==> config.mk <==
export PLATFORM = sky130hd
export DESIGN_NAME = p_persistent_channel_access_top
export DESIGN_NICKNAME = d
export VERILOG_FILES = /design/src/rtl/core/pcsma_pkg.sv /design/src/rtl/core/p_persistent_channel_access_top.sv /design/src/rtl/core/pcsma_cfg_regs.sv /design/src/rtl/core/pcsma_engine.sv
export SDC_FILE = /design/constraint.sdc
export NUM_CORES = 1
export LEC_CHECK = 0
export BUFFER_PORTS_ARGS = -buffer_cell sky130_fd_sc_hd__buf_4
export CELL_PAD_IN_SITES_DETAIL_PLACEMENT = 2
export CELL_PAD_IN_SITES_GLOBAL_PLACEMENT = 2
export CORE_MARGIN = 3
export CORE_UTILIZATION = 34
export DETAILED_ROUTE_END_ITERATION = 8
export PLACE_DENSITY_LB_ADDON = 0.1
export SLEW_MARGIN = 20
export SYNTH_ARGS = -nofsm -noshare
export SYNTH_HDL_FRONTEND = slang
export SYNTH_SLANG_ARGS = --single-unit
==> constraint.sdc <==
create_clock -name i_clk -period 3.4 [get_ports i_clk]
set_input_delay 0.85 -clock i_clk [delete_from_list [all_inputs] [get_ports i_clk]]
set_output_delay 0.85 -clock i_clk [all_outputs]
set_load 0.01 [all_outputs]
==> src/rtl/core/pcsma_pkg.sv <==
// ----------------------------------------------------------------------------
// pcsma_pkg
// Shared types and constants for the p-persistent channel access controller.
// ----------------------------------------------------------------------------
package pcsma_pkg;

    localparam int unsigned OP_W     = 2;
    localparam int unsigned RND_W    = 8;
    localparam int unsigned MUTE_W   = 17;
    localparam int unsigned DEFER_W  = 17;
    localparam int unsigned SLOT_W   = 8;
    localparam int unsigned KEYUP_W  = 16;
    localparam int unsigned PCODE_W  = 3;
    localparam int unsigned PADDR_W  = 4;
    localparam int unsigned PDATA_W  = 32;
    localparam int unsigned S_TDATA_W = 32;
    localparam int unsigned M_TDATA_W = 24;

    // extra holdoff after a frame, in ms
    localparam logic [DEFER_W-1:0] HOLDOFF_EXTRA_MS = 17'd500;

    // register byte addresses
    localparam logic [PADDR_W-1:0] ADDR_PERSISTENCE = 4'h0;
    localparam logic [PADDR_W-1:0] ADDR_KEYUP_MS    = 4'h4;
    localparam logic [PADDR_W-1:0] ADDR_SLOT_MS     = 4'h8;

    // register reset values
    localparam logic [7:0]  RST_PERSISTENCE = 8'd64;
    localparam logic [15:0] RST_KEYUP_MS    = 16'd15;
    localparam logic [7:0]  RST_SLOT_MS     = 8'd55;

    typedef enum logic [OP_W-1:0] {
        OP_TICK       = 2'd0,
        OP_REQUEST    = 2'd1,
        OP_MUTE       = 2'd2,
        OP_FRAME_DONE = 2'd3
    } t_op;

    typedef enum logic [4:0] {
        PH_IDLE  = 5'b00001,
        PH_DEFER = 5'b00010,
        PH_SLOT  = 5'b00100,
        PH_KEYUP = 5'b01000,
        PH_TX    = 5'b10000
    } t_phase;

    // external phase codes
    localparam logic [PCODE_W-1:0] PCODE_IDLE  = 3'd0;
    localparam logic [PCODE_W-1:0] PCODE_DEFER = 3'd1;
    localparam logic [PCODE_W-1:0] PCODE_SLOT  = 3'd2;
    localparam logic [PCODE_W-1:0] PCODE_KEYUP = 3'd3;
    localparam logic [PCODE_W-1:0] PCODE_TX    = 3'd4;

    typedef struct packed {
        logic [7:0]         persistence;
        logic [KEYUP_W-1:0] keyup_ms;
        logic [SLOT_W-1:0]  slot_ms;
    } t_cfg;

    typedef struct packed {
        logic [PCODE_W-1:0] phase;
        logic [DEFER_W-1:0] defer_remaining;
        logic               grant;
        logic               keyed;
    } t_result;

endpackage

==> src/rtl/core/p_persistent_channel_access_top.sv <==
// ----------------------------------------------------------------------------
// p_persistent_channel_access_top
// p-persistent CSMA channel access controller with stream ports and APB.
// ----------------------------------------------------------------------------
// One event per input transfer (1 ms tick with random byte, transmit request,
// mute, frame done); every event gives exactly one result transfer carrying
// keyed, grant, the remaining deferral and the phase after the event. The
// block takes one transfer per clock while the sink does not stall: an input
// register feeds the state update, and the result lands in an output
// register, so throughput is set only by the downstream tready. A result
// held by a stalled sink does not stop the input register from filling.
// Registers: persistence at 0x0, keyup_ms at 0x4, slot_ms at 0x8; write
// them only while no event is in flight. Counters saturate at zero.
// ----------------------------------------------------------------------------
module p_persistent_channel_access_top (
    input  logic                              i_clk,
    input  logic                              i_rst_n,
    // input stream
    input  logic                              i_s_tvalid,
    output logic                              o_s_tready,
    // [1:0] op, [9:2] random_byte, [26:10] mute_ms (signed), [31:27] zero
    input  logic [pcsma_pkg::S_TDATA_W-1:0]   i_s_tdata,
    // result stream
    output logic                              o_m_tvalid,
    input  logic                              i_m_tready,
    // [0] keyed, [1] grant, [18:2] defer_remaining, [21:19] phase, [23:22] zero
    output logic [pcsma_pkg::M_TDATA_W-1:0]   o_m_tdata,
    // APB configuration port
    input  logic                              psel,
    input  logic                              penable,
    input  logic                              pwrite,
    input  logic [pcsma_pkg::PADDR_W-1:0]     paddr,
    input  logic [pcsma_pkg::PDATA_W-1:0]     pwdata,
    output logic [pcsma_pkg::PDATA_W-1:0]     prdata,
    output logic                              pready
);

    pcsma_pkg::t_cfg    cfg;
    pcsma_pkg::t_result result;

    // input register
    logic                               r_in_valid;
    logic [pcsma_pkg::OP_W-1:0]         r_in_op;
    logic [pcsma_pkg::RND_W-1:0]        r_in_rnd;
    logic [pcsma_pkg::MUTE_W-1:0]       r_in_mute;
    // result register
    logic                               r_out_valid;
    logic [pcsma_pkg::M_TDATA_W-1:0]    r_out_data;

    logic s_fire;
    logic out_free;
    logic step;

    assign out_free   = ~r_out_valid | i_m_tready;
    assign step       = r_in_valid & out_free;
    assign o_s_tready = ~r_in_valid | out_free;
    assign s_fire     = i_s_tvalid & o_s_tready;

    pcsma_cfg_regs u_cfg (
        .i_clk   (i_clk),
        .i_rst_n (i_rst_n),
        .psel    (psel),
        .penable (penable),
        .pwrite  (pwrite),
        .paddr   (paddr),
        .pwdata  (pwdata),
        .prdata  (prdata),
        .pready  (pready),
        .o_cfg   (cfg)
    );

    pcsma_engine u_engine (
        .i_clk         (i_clk),
        .i_rst_n       (i_rst_n),
        .i_step        (step),
        .i_op          (r_in_op),
        .i_random_byte (r_in_rnd),
        .i_mute_ms     (r_in_mute),
        .i_cfg         (cfg),
        .o_result      (result)
    );

    // input register: refilled whenever it is empty or draining this cycle
    always_ff @(posedge i_clk) begin
        if (!i_rst_n) begin
            r_in_valid <= 1'b0;
        end else if (s_fire) begin
            r_in_valid <= 1'b1;
        end else if (step) begin
            r_in_valid <= 1'b0;
        end
    end

    always_ff @(posedge i_clk) begin
        if (s_fire) begin
            r_in_op   <= i_s_tdata[1:0];
            r_in_rnd  <= i_s_tdata[9:2];
            r_in_mute <= i_s_tdata[26:10];
        end
    end

    // result register
    always_ff @(posedge i_clk) begin
        if (!i_rst_n) begin
            r_out_valid <= 1'b0;
        end else if (step) begin
            r_out_valid <= 1'b1;
        end else if (i_m_tready) begin
            r_out_valid <= 1'b0;
        end
    end

    always_ff @(posedge i_clk) begin
        if (step) begin
            r_out_data <= {2'b00, result.phase, result.defer_remaining,
                           result.grant, result.keyed};
        end
    end

    assign o_m_tvalid = r_out_valid;
    assign o_m_tdata  = r_out_data;

    // grant only ever comes with the carrier keyed and the transmit phase
    a_grant_keyed: assert property (@(posedge i_clk) disable iff (!i_rst_n)
        o_m_tvalid && o_m_tdata[1] |-> o_m_tdata[0] && (o_m_tdata[21:19] == pcsma_pkg::PCODE_TX))
        else $error("grant without keyed transmit phase");

    // keyed exactly in keyup or transmit phase
    a_keyed_phase: assert property (@(posedge i_clk) disable iff (!i_rst_n)
        o_m_tvalid |-> (o_m_tdata[0] == ((o_m_tdata[21:19] == pcsma_pkg::PCODE_KEYUP) ||
                                         (o_m_tdata[21:19] == pcsma_pkg::PCODE_TX))))
        else $error("keyed flag disagrees with phase");

    // the engine steps only when the result register can take the result
    a_no_overwrite: assert property (@(posedge i_clk) disable iff (!i_rst_n)
        r_out_valid && !i_m_tready |-> !step)
        else $error("pending result overwritten");

    // a held input item is not lost while the sink stalls
    a_in_held: assert property (@(posedge i_clk) disable iff (!i_rst_n)
        r_in_valid && !out_free |=> r_in_valid && $stable(r_in_op))
        else $error("input item dropped during stall");

endmodule

==> src/rtl/core/pcsma_cfg_regs.sv <==
// ----------------------------------------------------------------------------
// pcsma_cfg_regs
// APB register file: persistence, keyup delay and slot time.
// ----------------------------------------------------------------------------
module pcsma_cfg_regs (
    input  logic                           i_clk,
    input  logic                           i_rst_n,
    input  logic                           psel,
    input  logic                           penable,
    input  logic                           pwrite,
    input  logic [pcsma_pkg::PADDR_W-1:0]  paddr,
    input  logic [pcsma_pkg::PDATA_W-1:0]  pwdata,
    output logic [pcsma_pkg::PDATA_W-1:0]  prdata,
    output logic                           pready,
    output pcsma_pkg::t_cfg                o_cfg
);

    pcsma_pkg::t_cfg r_cfg;
    logic            wr_en;
    logic [pcsma_pkg::PADDR_W-1:0] addr_w;

    assign pready = 1'b1;
    assign wr_en  = psel & penable & pwrite;
    // word aligned decode
    assign addr_w = {paddr[pcsma_pkg::PADDR_W-1:2], 2'b00};

    always_ff @(posedge i_clk) begin
        if (!i_rst_n) begin
            r_cfg.persistence <= pcsma_pkg::RST_PERSISTENCE;
            r_cfg.keyup_ms    <= pcsma_pkg::RST_KEYUP_MS;
            r_cfg.slot_ms     <= pcsma_pkg::RST_SLOT_MS;
        end else if (wr_en) begin
            unique case (addr_w)
                pcsma_pkg::ADDR_PERSISTENCE: r_cfg.persistence <= pwdata[7:0];
                pcsma_pkg::ADDR_KEYUP_MS:    r_cfg.keyup_ms    <= pwdata[15:0];
                pcsma_pkg::ADDR_SLOT_MS:     r_cfg.slot_ms     <= pwdata[7:0];
                default: ;
            endcase
        end
    end

    always_comb begin
        unique case (addr_w)
            pcsma_pkg::ADDR_PERSISTENCE: prdata = {24'd0, r_cfg.persistence};
            pcsma_pkg::ADDR_KEYUP_MS:    prdata = {16'd0, r_cfg.keyup_ms};
            pcsma_pkg::ADDR_SLOT_MS:     prdata = {24'd0, r_cfg.slot_ms};
            default:                     prdata = '0;
        endcase
    end

    assign o_cfg = r_cfg;

endmodule

==> src/rtl/core/pcsma_engine.sv <==
// ----------------------------------------------------------------------------
// pcsma_engine
// Channel access state and counters; one event applied per step.
// ----------------------------------------------------------------------------
module pcsma_engine (
    input  logic                             i_clk,
    input  logic                             i_rst_n,
    input  logic                             i_step,
    input  logic [pcsma_pkg::OP_W-1:0]       i_op,
    input  logic [pcsma_pkg::RND_W-1:0]      i_random_byte,
    input  logic [pcsma_pkg::MUTE_W-1:0]     i_mute_ms,
    input  pcsma_pkg::t_cfg                  i_cfg,
    output pcsma_pkg::t_result               o_result
);

    pcsma_pkg::t_phase r_phase, n_phase;
    logic [pcsma_pkg::DEFER_W-1:0] r_defer, n_defer;
    logic [pcsma_pkg::SLOT_W-1:0]  r_slot,  n_slot;
    logic [pcsma_pkg::KEYUP_W-1:0] r_keyup, n_keyup;

    logic [pcsma_pkg::DEFER_W-1:0] defer_dec;
    logic [pcsma_pkg::SLOT_W-1:0]  slot_dec;
    logic [pcsma_pkg::KEYUP_W-1:0] keyup_dec;
    logic [pcsma_pkg::DEFER_W-1:0] holdoff;
    logic                          roll_ok;
    logic                          contend;
    pcsma_pkg::t_phase             won_phase;

    assign defer_dec = (r_defer != '0) ? r_defer - 17'd1 : '0;
    assign slot_dec  = (r_slot  != '0) ? r_slot  - 8'd1  : '0;
    assign keyup_dec = (r_keyup != '0) ? r_keyup - 16'd1 : '0;
    // keyup_ms + 500 never exceeds the 17-bit range
    assign holdoff   = {1'b0, i_cfg.keyup_ms} + pcsma_pkg::HOLDOFF_EXTRA_MS;
    assign roll_ok   = (i_random_byte <= i_cfg.persistence);
    assign won_phase = (i_cfg.keyup_ms == '0) ? pcsma_pkg::PH_TX : pcsma_pkg::PH_KEYUP;

    always_comb begin
        n_phase = r_phase;
        n_defer = r_defer;
        n_slot  = r_slot;
        n_keyup = r_keyup;
        contend = 1'b0;

        unique case (pcsma_pkg::t_op'(i_op))
            pcsma_pkg::OP_TICK: begin
                n_defer = defer_dec;
                unique case (r_phase)
                    pcsma_pkg::PH_DEFER: contend = 1'b1;
                    pcsma_pkg::PH_SLOT: begin
                        n_slot = slot_dec;
                        if (slot_dec == '0) begin
                            n_phase = pcsma_pkg::PH_DEFER;
                            contend = 1'b1;
                        end
                    end
                    pcsma_pkg::PH_KEYUP: begin
                        n_keyup = keyup_dec;
                        if (keyup_dec == '0) begin
                            n_phase = pcsma_pkg::PH_TX;
                        end
                    end
                    default: ;
                endcase
                // persistence roll once the deferral has run out
                if (contend && (defer_dec == '0)) begin
                    if (roll_ok) begin
                        n_keyup = i_cfg.keyup_ms;
                        n_phase = won_phase;
                    end else begin
                        n_slot  = i_cfg.slot_ms;
                        n_phase = pcsma_pkg::PH_SLOT;
                    end
                end
            end
            pcsma_pkg::OP_REQUEST: begin
                if (r_phase == pcsma_pkg::PH_IDLE) begin
                    n_phase = pcsma_pkg::PH_DEFER;
                end
            end
            pcsma_pkg::OP_MUTE: begin
                if (&i_mute_ms) begin
                    n_defer = holdoff;
                end else if (i_mute_ms[pcsma_pkg::MUTE_W-1]) begin
                    n_defer = '0;
                end else begin
                    n_defer = i_mute_ms;
                end
            end
            pcsma_pkg::OP_FRAME_DONE: begin
                if ((r_phase == pcsma_pkg::PH_KEYUP) || (r_phase == pcsma_pkg::PH_TX)) begin
                    n_phase = pcsma_pkg::PH_IDLE;
                    n_keyup = '0;
                    n_defer = holdoff;
                end
            end
            default: ;
        endcase
    end

    always_ff @(posedge i_clk) begin
        if (!i_rst_n) begin
            r_phase <= pcsma_pkg::PH_IDLE;
            r_defer <= '0;
            r_slot  <= '0;
            r_keyup <= '0;
        end else if (i_step) begin
            r_phase <= n_phase;
            r_defer <= n_defer;
            r_slot  <= n_slot;
            r_keyup <= n_keyup;
        end
    end

    // result reflects the state after this event
    always_comb begin
        o_result.keyed           = (n_phase == pcsma_pkg::PH_KEYUP) ||
                                   (n_phase == pcsma_pkg::PH_TX);
        o_result.grant           = (n_phase == pcsma_pkg::PH_TX);
        o_result.defer_remaining = n_defer;
        unique case (n_phase)
            pcsma_pkg::PH_DEFER: o_result.phase = pcsma_pkg::PCODE_DEFER;
            pcsma_pkg::PH_SLOT:  o_result.phase = pcsma_pkg::PCODE_SLOT;
            pcsma_pkg::PH_KEYUP: o_result.phase = pcsma_pkg::PCODE_KEYUP;
            pcsma_pkg::PH_TX:    o_result.phase = pcsma_pkg::PCODE_TX;
            default:             o_result.phase = pcsma_pkg::PCODE_IDLE;
        endcase
    end

endmodule

==> results.md, run 1 <==
* Xor and xnor area share after synthesis at under 10%
* Part of the Yosys area used for sequential elements at about two fifths
* Run status: completed
* Post-synthesis mux area share at under 10%
* Crit path cell chain: or4_4 > o41ai_2 > or3b_1 > a2111oi_4 > o211ai_4 > o32ai_4 > nand3_1 > a211oi_1
* Critical Path AT at 3.42 ns
* Post-Synthesis Cells at 913
* Setup slack of the worst register-to-register path at around 0.21 ns
* Detailed-route via count at 7,389
* Prevailing post-synth register cell: dfxtp_1
* Number of buffers inserted by hold repair at cts at 0
* Hold WS at 0.520 ns
* Maximum level of the CTS H-tree at 4
* Shortest clock period the worst path allows after layout at between 3 and 4 ns
* Peak supply drop at about 0.00027 V
* Post-synth EDFFs at 49
* TritonCTS clock tree: built
* First drt pass iteration count at 7
* Remaining routing DRC violations at 0
* Port Buffer Count at 91
* Number of different library cells in the post-synthesis netlist at between 70 and 80
* Normalized max-slew margin at 42.6%
* Setup repair after global routing missed its margin: false
* Combinational family with the most area after synthesis: simple AND/OR/NAND/NOR gates
* Largest clock skew in the final design at 0.0132 ns
* Area growth, synth to finish at 21.9%
* Die Area at roughly 25,000 sq um
* Initial antenna violation count at 1
* Global-route total usage across every layer at 23.7%
* Worst setup slack after placement at -0.0363 ns
* Via count of the first global-routing pass at 7,909
* Syn_area_per_cell at 8.55 sq um
* Min-Delay Path Class: reg -> reg
* Wire length of the first global-routing pass at 45.6 mm
* Pin count of the biggest net entering global routing at 81
* Die Y-Extent at 158 um
* Post-route worst setup slack at 0.206 ns
* Starting density of the core at 35.2%
* Adder-cell area share of the yosys netlist at under 10%
* Number of nets still failing antenna checks after routing at 0
* Required time at the endpoint of the critical path at 3.63 ns
* Overall die width at 158 um
* Complex-gate fraction of the synthesized area at 20.4%
* Post-synthesis share of cell area spent on and, or, nand and nor gates at 24.5%
* Core area at 22,200 sq um
* Maximum number of buffers from clock root to sink at 2
* Final critical-path share of the clock period at a little over nine tenths
* Floorplan row count at 54
* Average routed wire per standard cell at 22.0 um
* MaxCap Viol Count at 0
* CTS Root Buffer Type: clkbuf_16
* Stage delay of the slowest cell on the critical path at 0.50 ns
* Power density over cell area at 456 nW/um^2
* Fraction of post-synthesis cell area in the top cell type by area at 20.5%
* Grt total ovfl at 0
* Post-Synthesis Cell Area at 7810 sq um
* Count of endpoints failing hold in the final timing report at 0
* Share of cells above drive strength 1 at 19.1%
* Largest cells by area after synthesis: dfxtp_1 (21%), edfxtp_1 (19%), nand2_1 (6.0%)
* Post-DP HPWL at 20.7 mm
* Ys async rst share at 0%
* Transition at the pin with the smallest max-transition slack at 0.855 ns
* Post-synthesis register bit count at about 130
* Placer Congestion at 0.865
* Number of I/O pins at 134
* Number of max-slew violations in the final report at 0
* Clock insertion delay at the later pin of the skew report at 0.43 ns
* Number of clock buffers inserted by TritonCTS at 17
* DRT iter0 DRCs at 405
* Cell accounting for the most synthesized area: dfxtp_1
* Final antenna diode count at 0
* Final number of setup-violating endpoints at 0
* Clock Sink Count at 129
* Via/cell ratio at between 5 and 6
* Classification of the worst setup path: reg -> reg
* Critical Path Source Type: flip-flop
* Fmax achieved at approximately 310 MHz
* Slowest stage cell, crit path: or4_4
* Count of fill cells added during filler insertion at ~2,500
* Clock transition time at the flip-flop clock pins of the worst setup and hold paths at 0.06 ns
* Crit end category: flip-flop
* YS warnings at 0
* CP Max Fanout at 11
* Final routed wirelength across all metal layers at around 29 mm
* Pleak at 3.76 nW
* Layout Nets at 1,096
==> placed cells by master, fill, tap and decap left out, types with 4 or more instances in the layout <==
master,count
and2_1,19
nor2b_1,21
or4_1,4
or3_1,5
xor2_1,13
inv_6,4
o21ai_0,56
xnor2_1,9
o311ai_0,5
mux2i_1,34
o31ai_1,4
a21boi_0,35
nor2_1,70
nand2b_1,8
nand2_1,124
nand4b_1,4
nor4b_1,6
ha_1,15
nand4_1,13
clkbuf_16,17
a221oi_1,6
o211ai_1,25
conb_1,19
inv_1,30
dfxtp_1,78
nor4_2,7
o21a_1,6
nor4_1,11
nand3_1,24
a21oi_1,36
a21o_1,4
nor3_1,26
nor3b_1,12
a31oi_1,7
edfxtp_1,49
buf_4,134
==> stage by stage <==
| stage | instances | utilization [%] | setup TNS (ns) | power, W | instance area, sq um |
|---|---|---|---|---|---|
| 6_report | 1299 | 42.9 | 0 | 0.00434 | 9520 |
| 3_5_place_dp | 1265 | 40.0 | -0.0932 | 0.00237 | 8860 |
| 4_1_cts | 1297 | 42.8 | 0 | 0.00437 | 9490 |
| 3_3_place_gp | 1265 | 40.0 | 0 | 0.00234 | 8860 |
| 5_1_grt | 1299 | 42.9 | 0 | 0.00453 | 9520 |
| 2_1_floorplan | 930 | - | 0 | 0.00212 | 7870 |
==> synth_stat cells (3+ instances only) <==
cell      number
nand4_1       13
clkbuf_1      54
a221oi_1       6
nand4b_1       4
xnor2_1        9
nor3b_1       13
a32oi_1        3
or3_1          5
o311ai_0       5
a21o_1         4
and3b_1        3
xor2_1        13
o221ai_1       3
nand3_1       24
nor2_1        70
ha_1          15
a22o_1         3
o21a_1         6
or4_1          4
inv_1         30
nor4_2         5
o31ai_1        4
nor2b_1       21
nor4b_1        6
o21ai_0       57
edfxtp_1      49
or2_2          3
nand2_1      124
and2_1        20
dfxtp_1       80
nand2b_1       8
a21boi_0      35
mux2i_1       34
o211a_1        3
buf_4         19
o211ai_1      25
nor3_1        26
a31oi_1        7
nor4_1        13
nand3b_1       3
a21oi_1       36
==> final cells by class <==
class	count	area [sq um]	share of cell area [%]
multi-input combinational	694	4350	45.7
sequential	129	3080	32.3
timing repair buffer	134	1010	10.6
clock buffer	17	425	4.47
tap	280	350	3.68
clock inverter	15	199	2.09
inverter	30	113	1.18
==> what timing repair did <==
action                                  4_1_cts  5_1_grt
endpoints found under the setup margin        3        5
pin swaps                                     0        3
gates resized for setup                       1        5
buffers inserted                              0        2
==> routing by layer <==
metal  vias to the layer above  wire length [um]  global-route usage [%]
met3                        30              1330                    4.12
met2                       193             13200                    38.3
li1                       3459                 -                       -
met1                      3707             13500                    33.0
met4                         0               454                    5.66
met5                         -                 0                       0
==> sequential cells by signal (all words and copies together), names as in the netlist <==
name / cells
u_engine.r_keyup: 16
r_in_op: 2
r_in_rnd: 8
o_m_tdata: 22
u_engine.r_phase: 5
u_cfg.o_cfg: 32
u_engine.r_slot: 8
r_in_valid: 1
r_in_mute: 17
o_m_tvalid: 1
u_engine.r_defer: 17
==> kinds of logic after synthesis <==
| group | after synthesis |
|---|---|
| AO/OA/AOI/OAI | 227 |
| XOR/XNOR | 22 |
| adder cells (fa/ha/maj) | 15 |
| buffers and inverters | 107 |
| flip-flops | 129 |
| multiplexers | 36 |
| other | 2 |
| AND/OR/NAND/NOR | 375 |
==> where the power goes <==
group	internal [W]	switching (W)
combinational	0.000248	0.000364
sequential	0.00167	0.0000673
clock	0.00118	0.000807
==> final timing paths <==
check	cells past startpoint	from	end
setup / recovery	8	u_engine.r_defer[3]	o_m_tdata[20]
hold reg to reg	2	u_engine.r_keyup[5]	u_engine.r_keyup[5]
hold / removal	2	u_engine.r_keyup[5]	u_engine.r_keyup[5]
setup reg to reg	8	u_engine.r_defer[3]	o_m_tdata[20]
==> critical path, delay by kind of cell, from the launching register on <==
kind	cells	cell delay (ns)
compound gates	5	1.50
simple gates	3	1.04
flops	1	0.44
No activity file was read; power rests on OpenSTA's default activity.
==> inputs of run 2 (changes only) <==
Settings changed: BUFFER_PORTS_ARGS -buffer_cell sky130_fd_sc_hd__buf_4 to default, CORE_ASPECT_RATIO from default to 0.6, CORE_UTILIZATION 34 to 38, DONT_BUFFER_PORTS from default to 1, RECOVER_POWER from default to 100.
==> run 2 against run 1 <==
  * Final cell count down 7.9%
  * First-iteration DRC count up 16%
  * Combinational power down 15%
  * Sequential cell count unchanged
  * Worst setup slack worse by 0.076 ns
  * Largest cell class unchanged
==> results.md, run 2 (synthesis gave the netlist of run 1 again) <==
* Run status: completed
* Clock Sink Count at 129 (unchanged)
* Pleak at 3.27 nW (-13%)
* Largest clock skew in the final design at 0.00875 ns (-0.00441 ns)
* Port Buffer Count at 0 (-100%)
* Average routed wire per standard cell at 24.9 um (+13%)
* Number of cells on the critical path at 9 (+1)
* Detailed-route via count at 7,161 (-3.1%)
* Worst Reg2Reg Path Length in Cells at 9 (+1)
* Slowest stage cell, crit path: a22oi_1
* Crit end category: flip-flop
* Grt total ovfl at 0 (unchanged)
* CP bufs+invs at 1 (+1)
* Required time at the endpoint of the critical path at 3.64 ns (about the same)
* Worst setup slack after placement at 0.00643 ns (+0.0427 ns)
* Maximum level of the CTS H-tree at 4 (unchanged)
* Power after layout at 0.00413 W (-4.9%)
* Number of nets still failing antenna checks after routing at 0 (unchanged)
* Final number of setup-violating endpoints at 0 (unchanged)
* Internal Dissipation at 0.00290 W (-6.5%)
* Post-DP HPWL at 21.9 mm (+5.8%)
* Transition at the pin with the smallest max-transition slack at 1.22 ns (+0.366 ns)
* First drt pass iteration count at 5 (-2)
* Critical Path Source Type: flip-flop
* Share of cells above drive strength 1 at 10.5% (-8.6 points)
* Via count of the first global-routing pass at 7,550 (-4.5%)
* Final antenna diode count at 0 (unchanged)
* Clock insertion delay at the later pin of the skew report at 0.44 ns (about the same)
* Via/cell ratio at 5.98 (+5.2%)
* CTS Root Buffer Type: clkbuf_16
* CP Max Fanout at 11 (unchanged)
* Critical Path AT at 3.51 ns (+0.09 ns)
* Remaining routing DRC violations at 0 (unchanged)
* Core area at 19,600 sq um (-12%)
* Commonest cells after routing, fill and taps aside: nand2_1 (124), dfxtp_1 (78), nor2_1 (70)
* Fmax achieved at 306 MHz (-2.3%)
* Floorplan row count at 39 (-28%)
* Post-placement cell area at 8160 sq um (-7.9%)
* MaxCap Viol Count at 0 (unchanged)
* Stage delay of the slowest cell on the critical path at 0.46 ns (-0.04 ns)
* Area of the multi-input gates at 4400 sq um (+1.2%)
* Crit path cell chain: nor4_1 > buf_4 > o21ai_0 > a22oi_1 > a2111oi_4 > o2111a_1 > a21oi_1 > nand2_1 > nor4b_2
* Power density over cell area at 468 nW/um^2 (+2.7%)
* Die Y-Extent at 117 um (-26%)
* Hold depth at 1 (-1)
* Largest register FFs at 32 (unchanged)
* Final routed wirelength across all metal layers at 29.8 mm (+4.5%)
* Clock transition time at the flip-flop clock pins of the worst setup and hold paths at 0.06 ns (about the same)
* Number of clock buffers inserted by TritonCTS at 17 (unchanged)
* Most common library cell in the layout ignoring fill and taps: nand2_1
* Wire length of the first global-routing pass at 46.0 mm (+0.76%)
* Overall die width at 191 um (+21%)
* Normalized max-slew margin at 18.6% (-24 points)
* Net switching power at 0.00122 W (-1.1%)
* Shortest clock period the worst path allows after layout at 3.27 ns (+0.0760 ns)
* Min-Delay Path Class: in -> reg
* Layout Nets at 1,008 (-8.0%)
* Peak supply drop at 0.000422 V (+58%)
* Area of all placed cells without fillers at 8810 sq um (-7.4%)
* Count of endpoints failing hold in the final timing report at 0 (unchanged)
* Number of max-slew violations in the final report at 0 (unchanged)
* Classification of the worst setup path: reg -> reg
* Maximum number of buffers from clock root to sink at 2 (unchanged)
* Storage element area at 3080 sq um (unchanged)
* Placer Congestion at 0.904 (+4.6%)
* DRT iter0 DRCs at 468 (+16%)
* Global-route total usage across every layer at 27.3% (+3.7 points)
* Hold WS at 0.496 ns (-0.0244 ns)
* Sequential group share of total power at 42.5% (+2.4 points)
* Fraction of power spent switching nets at 29.7% (+1.2 points)
* Crit path max-delay family: compound AO/OA/AOI/OAI gates
* Die Area at 22,400 sq um (-9.9%)
* Gate power share at 12.5% (-1.6 points)
* Initial antenna violation count at 1 (unchanged)
* Area growth, synth to finish at 12.9%
* Starting density of the core at 39.9% (+4.7 points)
* Pin count of the biggest net entering global routing at 81 (unchanged)
* Count of fill cells added during filler insertion at 2,169 (-13%)
* Final critical-path share of the clock period at 96.2% (+2.2 points)
* Clock share of power at 44.9% (-0.9 points)
* TritonCTS clock tree: built
* Post-route worst setup slack at 0.130 ns (-0.0760 ns)
* Number of I/O pins at 134 (unchanged)
==> run 2: metrics by stage <==
stage,util [%],setup TNS [ns],std cells
floorplan,-,0,930
global placement,41.7,0,1160
detailed placement,41.7,0,1160
CTS,44.9,0,1194
global route,45.0,-0.182,1197
finish,45.0,0,1197
==> run 2: power groups by stage <==
stage	clock network [W]	logic, W	registers, W
after floorplan	0	0.000371	0.00174
after global placement	0	0.000470	0.00178
after detailed placement	0	0.000493	0.00178
after CTS	0.00189	0.000505	0.00175
after global routing	0.00196	0.000567	0.00176
final	0.00185	0.000517	0.00175
==> run 2: cell type report <==
| cell class | count | share of cell area [%] |
|---|---|---|
| Timing Repair Buffer | 46 | 3.38 |
| Clock buffer | 17 | 4.83 |
| Multi-Input combinational cell | 694 | 49.9 |
| Sequential cell | 129 | 34.9 |
| Inverter | 30 | 1.28 |
| Clock inverter | 15 | 1.94 |
| Tap cell | 266 | 3.78 |
==> run 2: per-layer routing <==
| layer | up-vias | global-route usage [%] | share of wire, % |
|---|---|---|---|
| met4 | 2 | 5.91 | 0.99 |
| li1 | 3294 | - | - |
| met5 | - | 0 | 0.057 |
| met3 | 31 | 8.33 | 7.2 |
| met2 | 197 | 41.4 | 43 |
| met1 | 3637 | 38.7 | 49 |
==> run 2: final timing paths <==
check / end / slack, ns / from
min: u_cfg.o_cfg[4] / 0.50 / i_rst_n
max: o_m_tdata[21] / 0.13 / u_engine.r_defer[4]
max reg2reg: o_m_tdata[21] / 0.13 / u_engine.r_defer[4]
min reg2reg: u_cfg.o_cfg[1] / 0.52 / u_cfg.o_cfg[1]
==> run 2: what timing repair did <==
action | in CTS | in global routing
gates resized for setup | 3 | 12
pin swaps | 2 | 2
endpoints found under the setup margin | 3 | 10
buffers inserted | 2 | 3
hold buffers | 0 | 0
